**config.mk**
```make
export PLATFORM = sky130hd
export DESIGN_NAME = gtd_ctrl
export DESIGN_NICKNAME = d
export VERILOG_FILES = /design/src/rtl/gtd_pkg.sv /design/src/rtl/gtd_ctrl.sv
export SDC_FILE = /design/constraint.sdc
export NUM_CORES = 1
export LEC_CHECK = 0
export BUFFER_PORTS_ARGS = -buffer_cell sky130_fd_sc_hd__buf_2
export CAP_MARGIN = 40
export CORE_ASPECT_RATIO = 0.6
export CORE_MARGIN = 2
export CORE_UTILIZATION = 40
export CTS_BUF_LIST = sky130_fd_sc_hd__clkbuf_16
export CTS_CLUSTER_SIZE = 8
export DETAILED_ROUTE_END_ITERATION = 10
export PLACE_DENSITY_LB_ADDON = 0.2
export RECOVER_POWER = 100
export SKIP_LAST_GASP = 1
export SLEW_MARGIN = 20
export SYNTH_ARGS = -nofsm -noshare
export SYNTH_HDL_FRONTEND = slang
export SYNTH_SLANG_ARGS = --single-unit
```
**constraint.sdc**
```tcl
create_clock -name i_clk -period 4.09 [get_ports i_clk]
set_input_delay 0.6135 -clock i_clk [delete_from_list [all_inputs] [get_ports i_clk]]
set_output_delay 0.6135 -clock i_clk [all_outputs]
set_load 0.05 [all_outputs]
```
**src/rtl/gtd_pkg.sv**
```systemverilog
// Package of the Goertzel tone detector: widths, codes, command/status types
// and the CORDIC arctangent table. No dependencies.
`timescale 1ns / 1ps
`default_nettype none

package gtd_pkg;

    // field widths
    localparam int SAMPLE_W   = 16;
    localparam int STATE_W    = 48;
    localparam int BLEN_W     = 13;
    localparam int COEF_W     = 18;
    localparam int SCALE_W    = 26;
    localparam int MAG_W      = 17;
    localparam int PH_W       = 16;
    localparam int CFG_IDX_W  = 2;
    localparam int CFG_DATA_W = 26;

    localparam int MAX_BLOCK_DEF = 4096;

    // shared multiplier: A split into two 25-bit halves
    localparam int MUL_A_W  = 50;
    localparam int MUL_B_W  = 27;
    localparam int MUL_H_W  = 25;
    localparam int MUL_PP_W = 53;
    localparam int MUL_P_W  = 77;

    // magnitude and square root
    localparam int MAG_MAX    = 131071;
    localparam int RS_W       = 53;
    localparam int SQ_W       = 36;
    localparam int SQRT_STEPS = 18;

    // CORDIC
    localparam int CORD_W     = 34;
    localparam int Z_W        = 28;
    localparam int CORD_STEPS = 24;
    localparam int IDX_W      = 5;
    localparam int PI_Q24     = 52707179;
    localparam int PHASE_LIM  = 25736;
    localparam int NORM_BIT   = 30;

    // register map
    typedef enum logic [CFG_IDX_W-1:0] {
        CFG_BLEN  = 2'd0,
        CFG_COS   = 2'd1,
        CFG_SIN   = 2'd2,
        CFG_SCALE = 2'd3
    } t_cfg_idx;

    // datapath multiply-and-apply operations
    typedef enum logic [2:0] {
        OP_REC = 3'd0,   // recurrence q0
        OP_RE  = 3'd1,   // real part
        OP_IM  = 3'd2,   // imaginary part
        OP_RS  = 3'd3,   // scaled real part
        OP_IS  = 3'd4,   // scaled imaginary part
        OP_RS2 = 3'd5,   // rs squared
        OP_IS2 = 3'd6    // is squared, added
    } t_op;

    typedef struct packed {
        logic             load_smp;
        logic             mul_lo;
        logic             mul_hi;
        logic             mul_add;
        logic             apply;
        t_op              op;
        logic             sqrt_step;
        logic             norm_shift;
        logic             cord_init;
        logic             cord_step;
        logic             out_load;
        logic [IDX_W-1:0] idx;
    } t_dp_cmd;

    typedef struct packed {
        logic norm_fit;
        logic origin;
    } t_dp_sts;

    // arctangent of 2^-i in Q.24
    function automatic logic signed [Z_W-1:0] atan_q24(input logic [IDX_W-1:0] i);
        logic signed [Z_W-1:0] v;
        case (i)
            5'd0:    v = Z_W'(13176795);
            5'd1:    v = Z_W'(7778716);
            5'd2:    v = Z_W'(4110061);
            5'd3:    v = Z_W'(2086331);
            5'd4:    v = Z_W'(1047214);
            5'd5:    v = Z_W'(524117);
            5'd6:    v = Z_W'(262123);
            5'd7:    v = Z_W'(131069);
            5'd8:    v = Z_W'(65536);
            default: v = Z_W'(1) << (5'd24 - i);
        endcase
        return v;
    endfunction

endpackage

`default_nettype wire

```
**src/rtl/gtd_ctrl.sv**
```systemverilog
// Controller: sample count, operation sequencing, handshakes and result valid.
// Depends on gtd_pkg.
`timescale 1ns / 1ps
`default_nettype none

module gtd_ctrl import gtd_pkg::*; #(
    parameter int MAX_BLOCK = MAX_BLOCK_DEF
) (
    input  wire               i_clk,
    input  wire               i_rst_n,
    input  wire [BLEN_W-1:0]  i_block_length,
    input  wire               i_in_valid,
    output logic              o_in_ready,
    output logic              o_out_valid,
    input  wire               i_out_ready,
    input  t_dp_sts           i_sts,
    output t_dp_cmd           o_cmd
);

    localparam int CW = $clog2(MAX_BLOCK + 1);
    localparam int LW = (CW > BLEN_W) ? CW : BLEN_W;

    typedef enum logic [8:0] {
        ST_IDLE  = 9'b000000001,
        ST_MLO   = 9'b000000010,
        ST_MHI   = 9'b000000100,
        ST_MADD  = 9'b000001000,
        ST_APPLY = 9'b000010000,
        ST_SQRT  = 9'b000100000,
        ST_NORM  = 9'b001000000,
        ST_CORD  = 9'b010000000,
        ST_OUT   = 9'b100000000
    } t_state;

    t_state           r_state, n_state;
    t_op              r_op, n_op;
    logic [CW-1:0]    r_cnt, n_cnt;
    logic [IDX_W-1:0] r_step, n_step;
    logic             r_out_valid, n_out_valid;
    logic [LW-1:0]    w_len, w_next;
    logic             w_end;

    // effective block length, clamped to 1..MAX_BLOCK
    always_comb begin
        if (i_block_length == '0) begin
            w_len = LW'(1);
        end else if (LW'(i_block_length) > LW'(MAX_BLOCK)) begin
            w_len = LW'(MAX_BLOCK);
        end else begin
            w_len = LW'(i_block_length);
        end
        w_next = LW'(r_cnt) + LW'(1);
        w_end  = (w_next >= w_len);
    end

    // sequencing
    always_comb begin
        n_state     = r_state;
        n_op        = r_op;
        n_cnt       = r_cnt;
        n_step      = r_step;
        n_out_valid = r_out_valid && !i_out_ready;
        o_cmd       = '0;
        o_cmd.op    = r_op;
        o_cmd.idx   = r_step;
        o_in_ready  = 1'b0;
        case (r_state)
            ST_IDLE: begin
                o_in_ready = 1'b1;
                if (i_in_valid) begin
                    o_cmd.load_smp = 1'b1;
                    n_op           = OP_REC;
                    n_state        = ST_MLO;
                end
            end
            ST_MLO: begin
                o_cmd.mul_lo = 1'b1;
                n_state      = ST_MHI;
            end
            ST_MHI: begin
                o_cmd.mul_hi = 1'b1;
                n_state      = ST_MADD;
            end
            ST_MADD: begin
                o_cmd.mul_add = 1'b1;
                n_state       = ST_APPLY;
            end
            ST_APPLY: begin
                o_cmd.apply = 1'b1;
                n_state     = ST_MLO;
                case (r_op)
                    OP_REC: begin
                        if (w_end) begin
                            n_cnt = '0;
                            n_op  = OP_RE;
                        end else begin
                            n_cnt   = CW'(w_next);
                            n_state = ST_IDLE;
                        end
                    end
                    OP_RE:  n_op = OP_IM;
                    OP_IM:  n_op = OP_RS;
                    OP_RS:  n_op = OP_IS;
                    OP_IS:  n_op = OP_RS2;
                    OP_RS2: n_op = OP_IS2;
                    default: begin
                        n_step  = '0;
                        n_state = ST_SQRT;
                    end
                endcase
            end
            ST_SQRT: begin
                o_cmd.sqrt_step = 1'b1;
                if (r_step == IDX_W'(SQRT_STEPS-1)) begin
                    n_state = ST_NORM;
                end else begin
                    n_step = r_step + IDX_W'(1);
                end
            end
            ST_NORM: begin
                if (i_sts.norm_fit) begin
                    o_cmd.cord_init = 1'b1;
                    n_step          = '0;
                    n_state         = ST_CORD;
                end else begin
                    o_cmd.norm_shift = 1'b1;
                end
            end
            ST_CORD: begin
                o_cmd.cord_step = 1'b1;
                if (r_step == IDX_W'(CORD_STEPS-1)) begin
                    n_state = ST_OUT;
                end else begin
                    n_step = r_step + IDX_W'(1);
                end
            end
            ST_OUT: begin
                // load only when the result register is free this cycle
                if (!r_out_valid || i_out_ready) begin
                    o_cmd.out_load = 1'b1;
                    n_out_valid    = 1'b1;
                    n_state        = ST_IDLE;
                end
            end
            default: n_state = ST_IDLE;
        endcase
    end

    always_ff @(posedge i_clk) begin
        if (!i_rst_n) begin
            r_state     <= ST_IDLE;
            r_op        <= OP_REC;
            r_cnt       <= '0;
            r_step      <= '0;
            r_out_valid <= 1'b0;
        end else begin
            r_state     <= n_state;
            r_op        <= n_op;
            r_cnt       <= n_cnt;
            r_step      <= n_step;
            r_out_valid <= n_out_valid;
        end
    end

    assign o_out_valid = r_out_valid;

endmodule

`default_nettype wire

```
After elaboration in Yosys (flattened, before gate mapping). Cells that the tools add are included.

Magnitude comparators: 2. Muxes and demuxes: 36. Reductions and logical operators: 14. $add $sub $neg: 2. Eq/ne operators: 26.

Operators by type and width (number): $pmux W9 S9 (1); $mux W9 (5); $mux W13 (3); $mux W5 (4); $pmux W5 S4 (1); $pmux W3 S6 (1); $ne A2 B2 Y1 const B (8); $mux W1 (15); $add A13 B1 Y13 const B (1); $ge A13 B13 Y1 (1); $gt A13 B13 Y1 const B (1); $logic_not A13 Y1 (1); $pmux W6 S2 (1); $eq A5 B5 Y1 const B (2); $reduce_and A5 Y1 (2); $eq A9 B1 Y1 const B (1); $eq A9 B2 Y1 const B (1); $eq A9 B3 Y1 const B (1); $eq A9 B4 Y1 const B (1); $eq A9 B5 Y1 const B (1); $eq A9 B6 Y1 const B (1); $eq A9 B7 Y1 const B (1); $eq A9 B8 Y1 const B (1); $eq A9 B9 Y1 const B (1); 19 further kinds (24).

Output and inout port bits: 20. Input port bits: 19. Flip-flop bits (word level): 31.

Logic depth before layout (Yosys ltp). Gate-level depths: netlist (run 1).

Word-level depth: 7. Gate-level depth with buffers: 13. Depth with buffers taken out: 12.

Worst setup path before layout (run 1). No wires, ideal clock.

Path type: reg2reg. From: reg r_state[7]. To: reg r_step[2]. Buffers on the path: 1. Arrival: 3321 ps. Stages on the path, launching flop included: 7. Setup slack: 698 ps. Cells stage by stage: dfxtp_1 clkbuf_1 or4b_2 nor3_1 nor2_1 or4b_1 a21oi_1.

Longest elaborated chain between the ends: 3.

Ends and longest elaborated chain: from (decl) (line gtd_ctrl.sv:35) `t_state r_state, n_state;`; from (signal assigned) (line gtd_ctrl.sv:157) `r_state <= n_state;`; $eq A9 B8 Y1, or another cell as far along (line gtd_ctrl.sv:67) `case (r_state)`; $reduce_bool A4 Y1 (no line) / $ne A2 B2 Y1 (equally long branches); $reduce_and A5 Y1 (no line); to (signal assigned) (line gtd_ctrl.sv:160) `r_step <= n_step;`; to (decl) (line gtd_ctrl.sv:38) `logic [IDX_W-1:0] r_step, n_step;`.

Several ways; a longest one is shown, not always the timed one. A chain may end at the register's enable or synchronous reset.

Worst setup path after layout (run 1).
From: reg r_cnt[0]. To: reg r_cnt[2].

Longest elaborated chain between the ends: 3.

Ends and longest elaborated chain: from (decl) (line gtd_ctrl.sv:37) `logic [CW-1:0] r_cnt, n_cnt;`; from (signal assigned) (line gtd_ctrl.sv:159) `r_cnt <= n_cnt;`; $add A13 B1 Y13 (*) (line gtd_ctrl.sv:52) `w_next = LW'(r_cnt) + LW'(1);`; $ge A13 B13 Y1 (line gtd_ctrl.sv:53) `w_end = (w_next >= w_len);`; $mux W13 (*) (line gtd_ctrl.sv:93) `if (w_end) begin`.

Mark *: on every way between the ends. The rest lies on a longest branch, timed or not.

==> results.txt, run 1 <==
----------------------------------------------------
[CTS]
  Clock tree from TritonCTS ... yes
  Clock Path Buffers ... 2
  Clock root buffer ... sky130_fd_sc_hd__clkbuf_16
  Count of hold-fix buffers inserted at cts ... 0
  CTS resizes ... 0
  Inserted Clock Buffers ... 5
  Clock latency reported for the late side of the worst-skew pair ... roughly 0.27 ns
  TritonCTS sink count ... 31
  Post-CTS setup buffers ... 0
  Clk slew on worst S/H paths ... 0.05 ns
  H-Tree Level Count ... 2

[Setup path]
  Startpoint kind of the worst setup timing path ... register
  Type of element capturing the critical path ... register
  Ordered cell list for the critical path ... ha_1 > inv_1 > nor4_1 > clkbuf_1 > nand3_1 > xnor2_1 > ha_1 > nand4_1 > nor3_1 > a2111oi_2 > buf_4 > a21oi_1 > o21ai_0
  Maximum cell stage delay along the critical path ... 0.68 ns
  Most common cell type on the critical path ... sky130_fd_sc_hd__ha_1
  Slack of the worst reg-to-reg path ... 0.57 ns
  Max stage delay cell, worst path ... sky130_fd_sc_hd__nor3_1
  Data arrival time of the critical path ... ~3.7 ns
  Crit Path Class ... register to register
  Max Fanout on Critical Path ... 12
  Req. time, crit path ... 4.25 ns

[Job]
  Number of violations of the max-capacitance limit ... 0

[Timing]
  Final critical-path required period ... about 3.5 ns
  Fraction of the cycle the final worst path needs ... 0.860
  RSZ-0062 raised after global routing ... no
  Setup violators final ... 0
  Worst Clk Skew ... about 0.0033 ns
  Final Worst Setup Slack ... 0.571 ns
  Slew headroom ... 0.488
  Number of hold violations in the final report ... 0
  Slew at the pin closest to its max-slew limit ... 0.762 ns
  Setup tns final ... 0 ns
  Peak Freq ... approximately 280 MHz
  Final-report max-slew violation count ... 0

[Finish]
  Number of antenna diodes ... 0
  Final-stage net count ... 344
  Area Overhead vs Synth ... 16.0%
  Share of layout cells above drive strength 1 ... 0.0942
  Final standard cell utilization of the core ... 0.489
  Fillers ... approximately 540

[GRT]
  Total routing resource utilization after global routing ... 0.190
  Wire length of the first global-routing pass ... around 8800 µm
  Initial antenna violation count ... 0
  Vias in the first global route ... ~1800
  GR Overflow Total ... 0
  Maximum number of pins on one net before global-route repair ... 18

[Drt]
  Total iterations of the first detailed-routing run ... 4
  Detailed-route wire length ... about 5500 µm
  Final ANT Viol Nets ... 0
  DRC violations left ... 0
  Routed via count divided by cell count ... 5.48
  Detailed-route wire length per cell ... approximately 15 µm
  Drt first-iter violations ... roughly 170
  Total number of vias ... between 2000 and 2500

[Placed design]
  Port Buffer Count ... 37
  Global placer's final weighted congestion ... between 0.8 and 0.9
  Post-Place Setup Slack ... between 0.7 and 0.8 ns
  Detailed placement HPWL ... about 4200 µm

[Synthesis]
  List of most frequent post-synthesis cells ... 31 x sky130_fd_sc_hd__dfxtp_1, 27 x sky130_fd_sc_hd__nand2_1, 21 x sky130_fd_sc_hd__nor2_1
  Number of flip-flops and latches in the synthesized netlist ... 31
  Mapped Cells ... 273
  Netlist area before placement ... between 2000 and 2500 µm²
  Largest area contributor in the netlist ... sky130_fd_sc_hd__dfxtp_1
  Warning count from the yosys run ... 0
  Dominant cell by count in the synthesized netlist ... sky130_fd_sc_hd__dfxtp_1
  Synth top area cells ... sky130_fd_sc_hd__dfxtp_1 29%, sky130_fd_sc_hd__ha_1 9.3%, sky130_fd_sc_hd__nand2_1 4.7%, sky130_fd_sc_hd__xnor2_1 4.1%, sky130_fd_sc_hd__a21oi_1 3.9%
  Dominant synthesized flop cell ... sky130_fd_sc_hd__dfxtp_1
  Synthesized Nets ... between 300 and 400
  Synth async-reset ratio ... 0
  Area share of the leading cell type in the synthesized netlist ... 0.287
  Avg Inst Size Synth ... between 7 and 8 µm²
  Sequential area share after synthesis ... 0.287
  Yosys cell types ... 55
  Number of synthesized flops with an enable pin ... 0

[Hold path]
  Type of the most critical hold path ... register to register

[Power and ir drop]
  Max IR drop VDD ... roughly 210 µV
  PD cells ... 323 nW/µm²
  Leakage power summed over all cells ... 0.961 nW
  Total power consumption of the routed design ... ~0.00081 W

[Floorplanning]
  Number of primary I/O pins ... 39
  Die ar. ... ~6000 µm²
  Initial Utilization ... 0.421
  FP Rows ... 20
  Core region area ... slightly above 5000 µm²
  Die Width ... 98.9 µm
  Vert. Die Dim ... 61.0 µm

[Outcome]
  Run status ... completed

----------------------------------------------------
==> kinds of logic (layout without fill, tap and decap cells) <==
family / count (synthesis) / in the layout / synth area share
XOR/XNOR: 13 / 13 / 0.0527
AO/OA/AOI/OAI: 64 / 64 / 0.201
buffers and inverters: 26 / 61 / 0.0486
AND/OR/NAND/NOR: 120 / 120 / 0.304
flip-flops: 31 / 31 / 0.287
multiplexers: 3 / 3 / 0.0139
adder cells (fa/ha/maj): 16 / 16 / 0.0926
==> placed cells by master (no fill, tap or decap), drive strengths merged, types with 4 or more instances in the layout <==
cell type / count
ha: 16
nor2: 21
nor4: 7
and3: 6
or4b: 4
inv: 14
or3: 4
a21oi: 17
clkbuf: 26
buf: 20
a211oi: 5
nand2: 27
nand3: 14
dfxtp: 31
xnor2: 10
o21ai: 12
nor2b: 6
a22oi: 5
nor4b: 5
nand2b: 6
==> per-layer routing <==
metal,share of wire,vias to the layer above,track usage
li1,-,1075,-
met1,0.58,926,0.318
met2,0.35,46,0.232
met3,0.063,2,0.0484
met4,0.0035,0,0.0352
met5,0,-,0
==> final cells by class <==
type | instances | area (µm²) | share of cell area
sequential | 31 | 621 | 0.247
clock inverter | 1 | 3.75 | 0.00150
clock buffer | 5 | 125 | 0.0499
inverter | 14 | 52.6 | 0.0209
tap | 66 | 82.6 | 0.0329
multi-input combinational | 216 | 1440 | 0.573
timing repair buffer | 41 | 186 | 0.0743
==> worst max-delay path, delay by kind of cell (launching register included) <==
family          cells  cell delay (ns)
compound gates      3             0.40
flops               1             0.41
buf+inv             3             0.61
simple gates        4             1.23
xor+xnor            1             0.18
fa+ha+maj           2             0.58
==> power breakdown <==
part,internal [W],switching [W],total [W]
clock network,0.000216,0.000124,0.000340
logic,0.0000486,0.000104,0.000152
registers,0.000309,0.00000914,0.000319
==> final timing paths <==
check / from / endpoint / cells past startpoint
max: r_cnt[0]$_SDFFE_PN0P_ / r_cnt[2]$_SDFFE_PN0P_ / 13
min: o_out_valid$_SDFF_PN0_ / o_out_valid$_SDFF_PN0_ / 2
max reg2reg: r_cnt[0]$_SDFFE_PN0P_ / r_cnt[2]$_SDFFE_PN0P_ / 13
min reg2reg: o_out_valid$_SDFF_PN0_ / o_out_valid$_SDFF_PN0_ / 2
==> per-stage QoR <==
stage          hold WS [ns]  instance area, µm²  instances
6_report              0.507                2510        374
5_1_grt               0.530                2510        374
4_1_cts               0.509                2540        374
3_5_place_dp          0.502                2410        368
3_3_place_gp          0.497                2410        368
2_1_floorplan         0.487                2160        273
==> registers in the layout (all words and copies together), names as in the netlist <==
name,flops
o_out_valid,1
r_op,3
r_state,9
r_cnt,13
r_step,5
Power figures use the tool's default switching activity.
==> run 2, diff against run 1 <==
--- a/config.mk
+++ b/config.mk
@@ -7,9 +7,11 @@
 export LEC_CHECK = 0
 export BUFFER_PORTS_ARGS = -buffer_cell sky130_fd_sc_hd__buf_2
 export CAP_MARGIN = 40
+export CELL_PAD_IN_SITES_DETAIL_PLACEMENT = 1
+export CELL_PAD_IN_SITES_GLOBAL_PLACEMENT = 2
 export CORE_ASPECT_RATIO = 0.6
 export CORE_MARGIN = 2
-export CORE_UTILIZATION = 40
+export CORE_UTILIZATION = 32
 export CTS_BUF_LIST = sky130_fd_sc_hd__clkbuf_16
 export CTS_CLUSTER_SIZE = 8
 export DETAILED_ROUTE_END_ITERATION = 10
==> results.txt, run 2 (synthesis results as in run 1) <==
----------------------------------------------------
[Power and ir drop]
  Net switching power ... 0.000252 W (+6.5%)
  PD cells ... 326 nW/µm² (+0.92%)
  Reg power frac ... 0.385 (-0.008)
  Int Power ... 0.000579 W (+0.82%)
  Leakage power summed over all cells ... 0.970 nW (+0.94%)
  Total power consumption of the routed design ... 0.000831 W (+2.5%)
  Fraction of power spent switching nets ... 0.303 (+0.0114)
  Clock network fraction of design power ... 0.428 (+0.009)
  Max IR drop VDD ... 171 µV (-19%)
  Portion of total power attributed to combinational logic ... 0.187 (about the same)

[Drt]
  Total iterations of the first detailed-routing run ... 4 (unchanged)
  Detailed-route wire length per cell ... 15.8 µm (+7.9%)
  Detailed-route wire length ... 6280 µm (+15%)
  Total number of vias ... 2103 (+2.6%)
  Routed via count divided by cell count ... 5.28 (-3.6%)
  Drt first-iter violations ... 95 (-45%)
  DRC violations left ... 0 (unchanged)
  Final ANT Viol Nets ... 0 (unchanged)

[Floorplanning]
  Number of primary I/O pins ... 39 (unchanged)
  FP Rows ... 23 (+15%)
  Initial Utilization ... 0.327 (-0.0948)
  Die Width ... 110 µm (+11%)
  Core region area ... 6620 µm² (+29%)
  Die ar. ... 7450 µm² (+24%)
  Vert. Die Dim ... 67.7 µm (+11%)

[Setup path]
  Req. time, crit path ... 4.29 ns (+0.04 ns)
  Type of element capturing the critical path ... register
  Startpoint kind of the worst setup timing path ... register
  Data arrival time of the critical path ... 3.79 ns (+0.11 ns)
  Max Fanout on Critical Path ... 12 (unchanged)
  Crit Path Class ... register to register

[CTS]
  CTS resizes ... 0 (unchanged)
  Clock root buffer ... sky130_fd_sc_hd__clkbuf_16
  H-Tree Level Count ... 2 (unchanged)
  Clock latency reported for the late side of the worst-skew pair ... 0.28 ns (about the same)
  Post-CTS setup buffers ... 0 (unchanged)
  TritonCTS sink count ... 31 (unchanged)
  Clock Path Buffers ... 2 (unchanged)
  Count of hold-fix buffers inserted at cts ... 0 (unchanged)
  Clock tree from TritonCTS ... yes
  Clk slew on worst S/H paths ... 0.05 ns (about the same)
  Inserted Clock Buffers ... 5 (unchanged)

[Timing]
  Setup violators final ... 0 (unchanged)
  Number of hold violations in the final report ... 0 (unchanged)
  Final critical-path required period ... 3.59 ns (+0.0661 ns)
  RSZ-0062 raised after global routing ... no
  Worst Clk Skew ... 0.00343 ns (+0.0000912 ns)
  Peak Freq ... 279 MHz (-1.8%)
  Slew headroom ... 0.523 (+0.0347)
  Setup tns final ... 0 ns (unchanged)
  Slew at the pin closest to its max-slew limit ... 0.708 ns (-0.0537 ns)
  Fraction of the cycle the final worst path needs ... 0.877 (+0.0162)
  Final-report max-slew violation count ... 0 (unchanged)

[GRT]
  Busiest grt layer ... met1
  Initial antenna violation count ... 0 (unchanged)
  GR Overflow Total ... 0 (unchanged)
  GR Util met2 ... 0.244 (+0.0122)
  Vias in the first global route ... 1983 (+12%)
  Maximum number of pins on one net before global-route repair ... 18 (unchanged)
  Met1 routing resource usage after global routing ... 0.284 (-0.0337)
  Wire length of the first global-routing pass ... 10200 µm (+15%)
  M3 GR Usage ... 0.0521 (+0.00374)
  Total routing resource utilization after global routing ... 0.183 (-0.00651)

[Finish]
  Area Overhead vs Synth ... 17.8%
  Largest reg by FF count ... r_cnt
  Fillers ... 841 (+57%)
  Max FFs per register ... 13 (unchanged)
  Commonest cells after routing, fill and taps aside ... 31 x sky130_fd_sc_hd__dfxtp_1, 27 x sky130_fd_sc_hd__nand2_1, 21 x sky130_fd_sc_hd__nor2_1, 21 x sky130_fd_sc_hd__clkbuf_1
  Final-stage net count ... 345 (+0.29%)
  Most common cell after layout, fill and taps aside ... sky130_fd_sc_hd__dfxtp_1
  Final instance area ... 2550 µm² (+1.5%)
  Number of antenna diodes ... 0 (unchanged)
  Share of layout cells above drive strength 1 ... 0.0965 (+0.00231)
  Largest regs ... r_cnt x13, r_state x9, r_step x5

[Outcome]
  Run status ... completed

[Placed design]
  Global placer's final weighted congestion ... 0.816 (-7.8%)
  Port Buffer Count ... 37 (unchanged)
  Area of placed instances ... 2450 µm² (+1.4%)
  Detailed placement HPWL ... 4920 µm (+16%)

[Hold path]
  Type of the most critical hold path ... register to register

[Job]
  Number of violations of the max-capacitance limit ... 0 (unchanged)

----------------------------------------------------
run 2: cell types whose count changed in the layout (fill, tap and decap cells not counted):
cell,delta
sky130_fd_sc_hd__o21ai_0,-1
sky130_fd_sc_hd__buf_4,+1
sky130_fd_sc_hd__clkinv_1,+2
sky130_fd_sc_hd__or4_4,+1
sky130_fd_sc_hd__a2111oi_0,+1
sky130_fd_sc_hd__a2111oi_2,-1
sky130_fd_sc_hd__or4_1,-1
sky130_fd_sc_hd__o21ai_1,+1
run 2: cell type report:
class                      count  area (µm²)  area share
multi-input combinational    216        1440       0.563
sequential                    31         621       0.244
timing repair buffer          42         194      0.0761
clock buffer                   5         125      0.0491
tap                           87         109      0.0427
inverter                      14        52.6      0.0206
clock inverter                 3        11.3     0.00442
run 2: worst paths after layout:
| kind | start | end | slack, ns | cells past startpoint |
|---|---|---|---|---|
| worst min-delay path | r_step[1]$_SDFFE_PN0P_ | r_step[1]$_SDFFE_PN0P_ | 0.51 | 2 |
| worst max register to register | r_cnt[0]$_SDFFE_PN0P_ | r_cnt[7]$_SDFFE_PN0P_ | 0.50 | 14 |
| worst max-delay path | r_cnt[0]$_SDFFE_PN0P_ | r_cnt[7]$_SDFFE_PN0P_ | 0.50 | 14 |
| worst min register to register | r_step[1]$_SDFFE_PN0P_ | r_step[1]$_SDFFE_PN0P_ | 0.51 | 2 |
run 2: layer usage:
| metal | vias up | share of wire |
|---|---|---|
| li1 | 1075 | - |
| met1 | 982 | 0.57 |
| met2 | 42 | 0.37 |
| met3 | 4 | 0.056 |
| met4 | 0 | 0.0067 |
| met5 | - | 0 |
run 2: power groups by stage:
stage	Clock (W)	Combinational (W)	Sequential, W
2_1_floorplan	0	0.000109	0.000330
3_3_place_gp	0	0.000160	0.000326
3_5_place_dp	0	0.000159	0.000326
4_1_cts	0.000366	0.000161	0.000319
5_1_grt	0.000381	0.000173	0.000322
6_report	0.000355	0.000156	0.000320
run 2: stage by stage:
step | util | hold slack, ns | worst slack (ns) | cells
6_report | 0.385 | 0.507 | 0.504 | 398
4_1_cts | 0.390 | 0.518 | 0.620 | 398
2_1_floorplan | - | 0.487 | 0.698 | 273
3_5_place_dp | 0.370 | 0.509 | 0.621 | 390
5_1_grt | 0.385 | 0.546 | 0.111 | 398
3_3_place_gp | 0.370 | 0.496 | 0.601 | 390
run 2: worst max-delay path, cell delays in order, from the launching register on:
cell,delay (ns)
sky130_fd_sc_hd__dfxtp_1,0.43
sky130_fd_sc_hd__ha_1,0.28
sky130_fd_sc_hd__inv_1,0.09
sky130_fd_sc_hd__nor4_1,0.35
sky130_fd_sc_hd__buf_4,0.21
sky130_fd_sc_hd__nand3_1,0.09
sky130_fd_sc_hd__xnor2_1,0.24
sky130_fd_sc_hd__ha_1,0.29
sky130_fd_sc_hd__a211oi_1,0.25
sky130_fd_sc_hd__o21ai_0,0.20
sky130_fd_sc_hd__o21bai_1,0.24
sky130_fd_sc_hd__a2111oi_0,0.32
sky130_fd_sc_hd__buf_4,0.27
sky130_fd_sc_hd__a21oi_1,0.08
sky130_fd_sc_hd__o21ai_0,0.16
==> run 3, diff against run 2 <==
==> constraint.sdc (replaced) <==
create_clock -name i_clk -period 3.4 [get_ports i_clk]
set_input_delay 0.51 -clock i_clk [delete_from_list [all_inputs] [get_ports i_clk]]
set_output_delay 0.51 -clock i_clk [all_outputs]
set_load 0.05 [all_outputs]
==> results.txt, run 3 (synthesis results as in run 1) <==
----------------------------------------------------
[Setup path]
  Crit Path Class ... register to register
  Startpoint kind of the worst setup timing path ... register
  Category of cells accounting for the largest share of critical-path delay ... buffers and inverters
  Req. time, crit path ... 3.62 ns (-0.67 ns)
  Type of element capturing the critical path ... register
  Max stage delay cell, worst path ... sky130_fd_sc_hd__dfxtp_1
  Maximum cell stage delay along the critical path ... 0.37 ns (-0.06 ns)
  Ordered cell list for the critical path ... ha_4 > inv_1 > nor4_4 > buf_4 > buf_4 > nand3_1 > xnor2_1 > ha_1 > nand4_1 > nor3_1 > buf_4 > a2111oi_4 > clkbuf_1 > a22oi_1 > nor2_1
  Max Fanout on Critical Path ... 5 (-7)
  Data arrival time of the critical path ... 3.38 ns (-0.41 ns)
  Buffering stage count on the worst path with inverters included ... 5 (+2)
  Slack of the worst reg-to-reg path ... 0.24 ns (-0.27 ns)
  Most common cell type on the critical path ... sky130_fd_sc_hd__buf_4

[Finish]
  Share of layout cells above drive strength 1 ... 0.149 (+0.0526)
  Largest regs ... r_cnt x13, r_state x9, r_step x5
  Final-stage net count ... 356 (+3.2%)
  Final instance area ... 2710 µm² (+6.3%)
  Area Overhead vs Synth ... 25.2%
  Largest reg by FF count ... r_cnt
  Final standard cell utilization of the core ... 0.409 (+0.0242)
  Max FFs per register ... 13 (unchanged)
  Fillers ... 806 (-4.2%)
  Area of combinational cells with multiple inputs ... 1490 µm² (+4.0%)
  Most common cell after layout, fill and taps aside ... sky130_fd_sc_hd__dfxtp_1
  Commonest cells after routing, fill and taps aside ... 30 x sky130_fd_sc_hd__dfxtp_1, 27 x sky130_fd_sc_hd__nand2_1, 22 x sky130_fd_sc_hd__clkbuf_1
  Register Area ... 622 µm² (+0.20%)
  Number of antenna diodes ... 0 (unchanged)
  Final instance count without filler cells ... 409 (+2.8%)

[Timing]
  Setup violators final ... 0 (unchanged)
  Peak Freq ... 316 MHz (+13%)
  Final critical-path required period ... 3.16 ns (-0.422 ns)
  Number of hold violations in the final report ... 0 (unchanged)
  Slew at the pin closest to its max-slew limit ... 0.596 ns (-0.112 ns)
  Slew headroom ... 0.597 (+0.0742)
  Final Worst Setup Slack ... 0.236 ns (-0.268 ns)
  Worst hold margin ... 0.516 ns (+0.00907 ns)
  Worst Clk Skew ... 0.00343 ns (-0.00000256 ns)
  Final-report max-slew violation count ... 0 (unchanged)
  Fraction of the cycle the final worst path needs ... 0.930 (+0.0538)

[GRT]
  Initial antenna violation count ... 0 (unchanged)
  GR Overflow Total ... 0 (unchanged)
  Total routing resource utilization after global routing ... 0.182 (-0.00127)
  Wire length of the first global-routing pass ... 10200 µm (-0.14%)
  Maximum number of pins on one net before global-route repair ... 18 (unchanged)
  Vias in the first global route ... 2033 (+2.5%)

[CTS]
  Inserted Clock Buffers ... 5 (unchanged)
  TritonCTS sink count ... 31 (unchanged)
  Clock Path Buffers ... 2 (unchanged)
  H-Tree Level Count ... 2 (unchanged)
  Count of hold-fix buffers inserted at cts ... 0 (unchanged)
  Clk slew on worst S/H paths ... 0.05 ns (about the same)
  Clock latency reported for the late side of the worst-skew pair ... 0.28 ns (about the same)
  Clock tree from TritonCTS ... yes
  Clock root buffer ... sky130_fd_sc_hd__clkbuf_16

[Floorplanning]
  Vert. Die Dim ... 67.7 µm (unchanged)
  Number of primary I/O pins ... 39 (unchanged)
  Die Width ... 110 µm (unchanged)
  Core region area ... 6620 µm² (unchanged)
  Die ar. ... 7450 µm² (unchanged)
  Initial Utilization ... 0.327 (unchanged)
  FP Rows ... 23 (unchanged)

[Drt]
  Routed via count divided by cell count ... 5.26 (-0.51%)
  Detailed-route wire length ... 6580 µm (+4.9%)
  Drt first-iter violations ... 157 (+65%)
  DRC violations left ... 0 (unchanged)
  Total number of vias ... 2150 (+2.2%)
  Final ANT Viol Nets ... 0 (unchanged)
  Total iterations of the first detailed-routing run ... 4 (unchanged)
  Detailed-route wire length per cell ... 16.1 µm (+2.1%)

[Placed design]
  Area of placed instances ... 2490 µm² (+1.8%)
  Port Buffer Count ... 37 (unchanged)
  Global placer's final weighted congestion ... 0.781 (-4.2%)
  Detailed placement HPWL ... 4980 µm (+1.2%)
  Cell count after placement ... 396 (+1.5%)
  Post-Place Setup Slack ... 0.0862 ns (-0.535 ns)

[Power and ir drop]
  Leakage power summed over all cells ... 1.06 nW (+9.7%)
  PD cells ... 406 nW/µm² (+24%)
  Max IR drop VDD ... 143 µV (-16%)

[Hold path]
  Type of the most critical hold path ... register to register

[Outcome]
  Run status ... completed

[Job]
  Number of violations of the max-capacitance limit ... 0 (unchanged)

----------------------------------------------------
-- run 3: cell count changes in the layout (fill, tap and decap cells not counted), sizes merged --
cell,before,now
inv,14,13
bufinv,0,1
buf,21,31
clkbuf,26,27
-- run 3: tightest hold or removal path, stage by stage (launching register included) --
cell and delay, ns:
sky130_fd_sc_hd__dfxtp_1 0.34, sky130_fd_sc_hd__nand2_1 0.07, sky130_fd_sc_hd__a21oi_1 0.05
-- run 3: worst paths after layout --
check / from / cells after the start / endpoint
worst max-delay path: r_cnt[0]$_SDFFE_PN0P_ / 15 / r_cnt[10]$_SDFFE_PN0P_
worst min-delay path: r_step[1]$_SDFFE_PN0P_ / 2 / r_step[1]$_SDFFE_PN0P_
worst max register to register: r_cnt[0]$_SDFFE_PN0P_ / 15 / r_cnt[10]$_SDFFE_PN0P_
worst min register to register: r_step[1]$_SDFFE_PN0P_ / 2 / r_step[1]$_SDFFE_PN0P_
-- run 3: layout make-up --
class / instances / area share
clock buffers: 5 / 0.0462
inverters: 14 / 0.0194
clock inverters: 3 / 0.0143
well taps: 87 / 0.0402
multi-input cells: 216 / 0.551
repair buffers: 53 / 0.0989
flip-flops and latches: 31 / 0.230
-- run 3: power by group --
part | total, W | switching (W) | internal (W)
logic | 0.000204 | 0.000133 | 0.0000705
clock network | 0.000510 | 0.000169 | 0.000341
registers | 0.000385 | 0.0000134 | 0.000372
total | 0.00110 | 0.000315 | 0.000784
-- run 3: metal layers --
metal,GRT usage,vias to the layer above,wire [µm]
met2,0.259,30,2650
met4,0.0516,0,56
met1,0.269,1023,3620
met3,0.0434,4,255
met5,0,-,0
li1,-,1093,-
-- run 3: repair_timing --
item	4_1_cts	5_1_grt
gates resized for setup	0	11
endpoints found under the setup margin	0	13
buffers inserted	0	3
-- run 3: per-stage QoR --
step	power (W)	TNS [ns]
floorplan	0.000528	0
global placement	0.000593	0
detailed placement	0.000593	0
CTS	0.00111	0
global route	0.00115	-0.0190
finish	0.00110	0
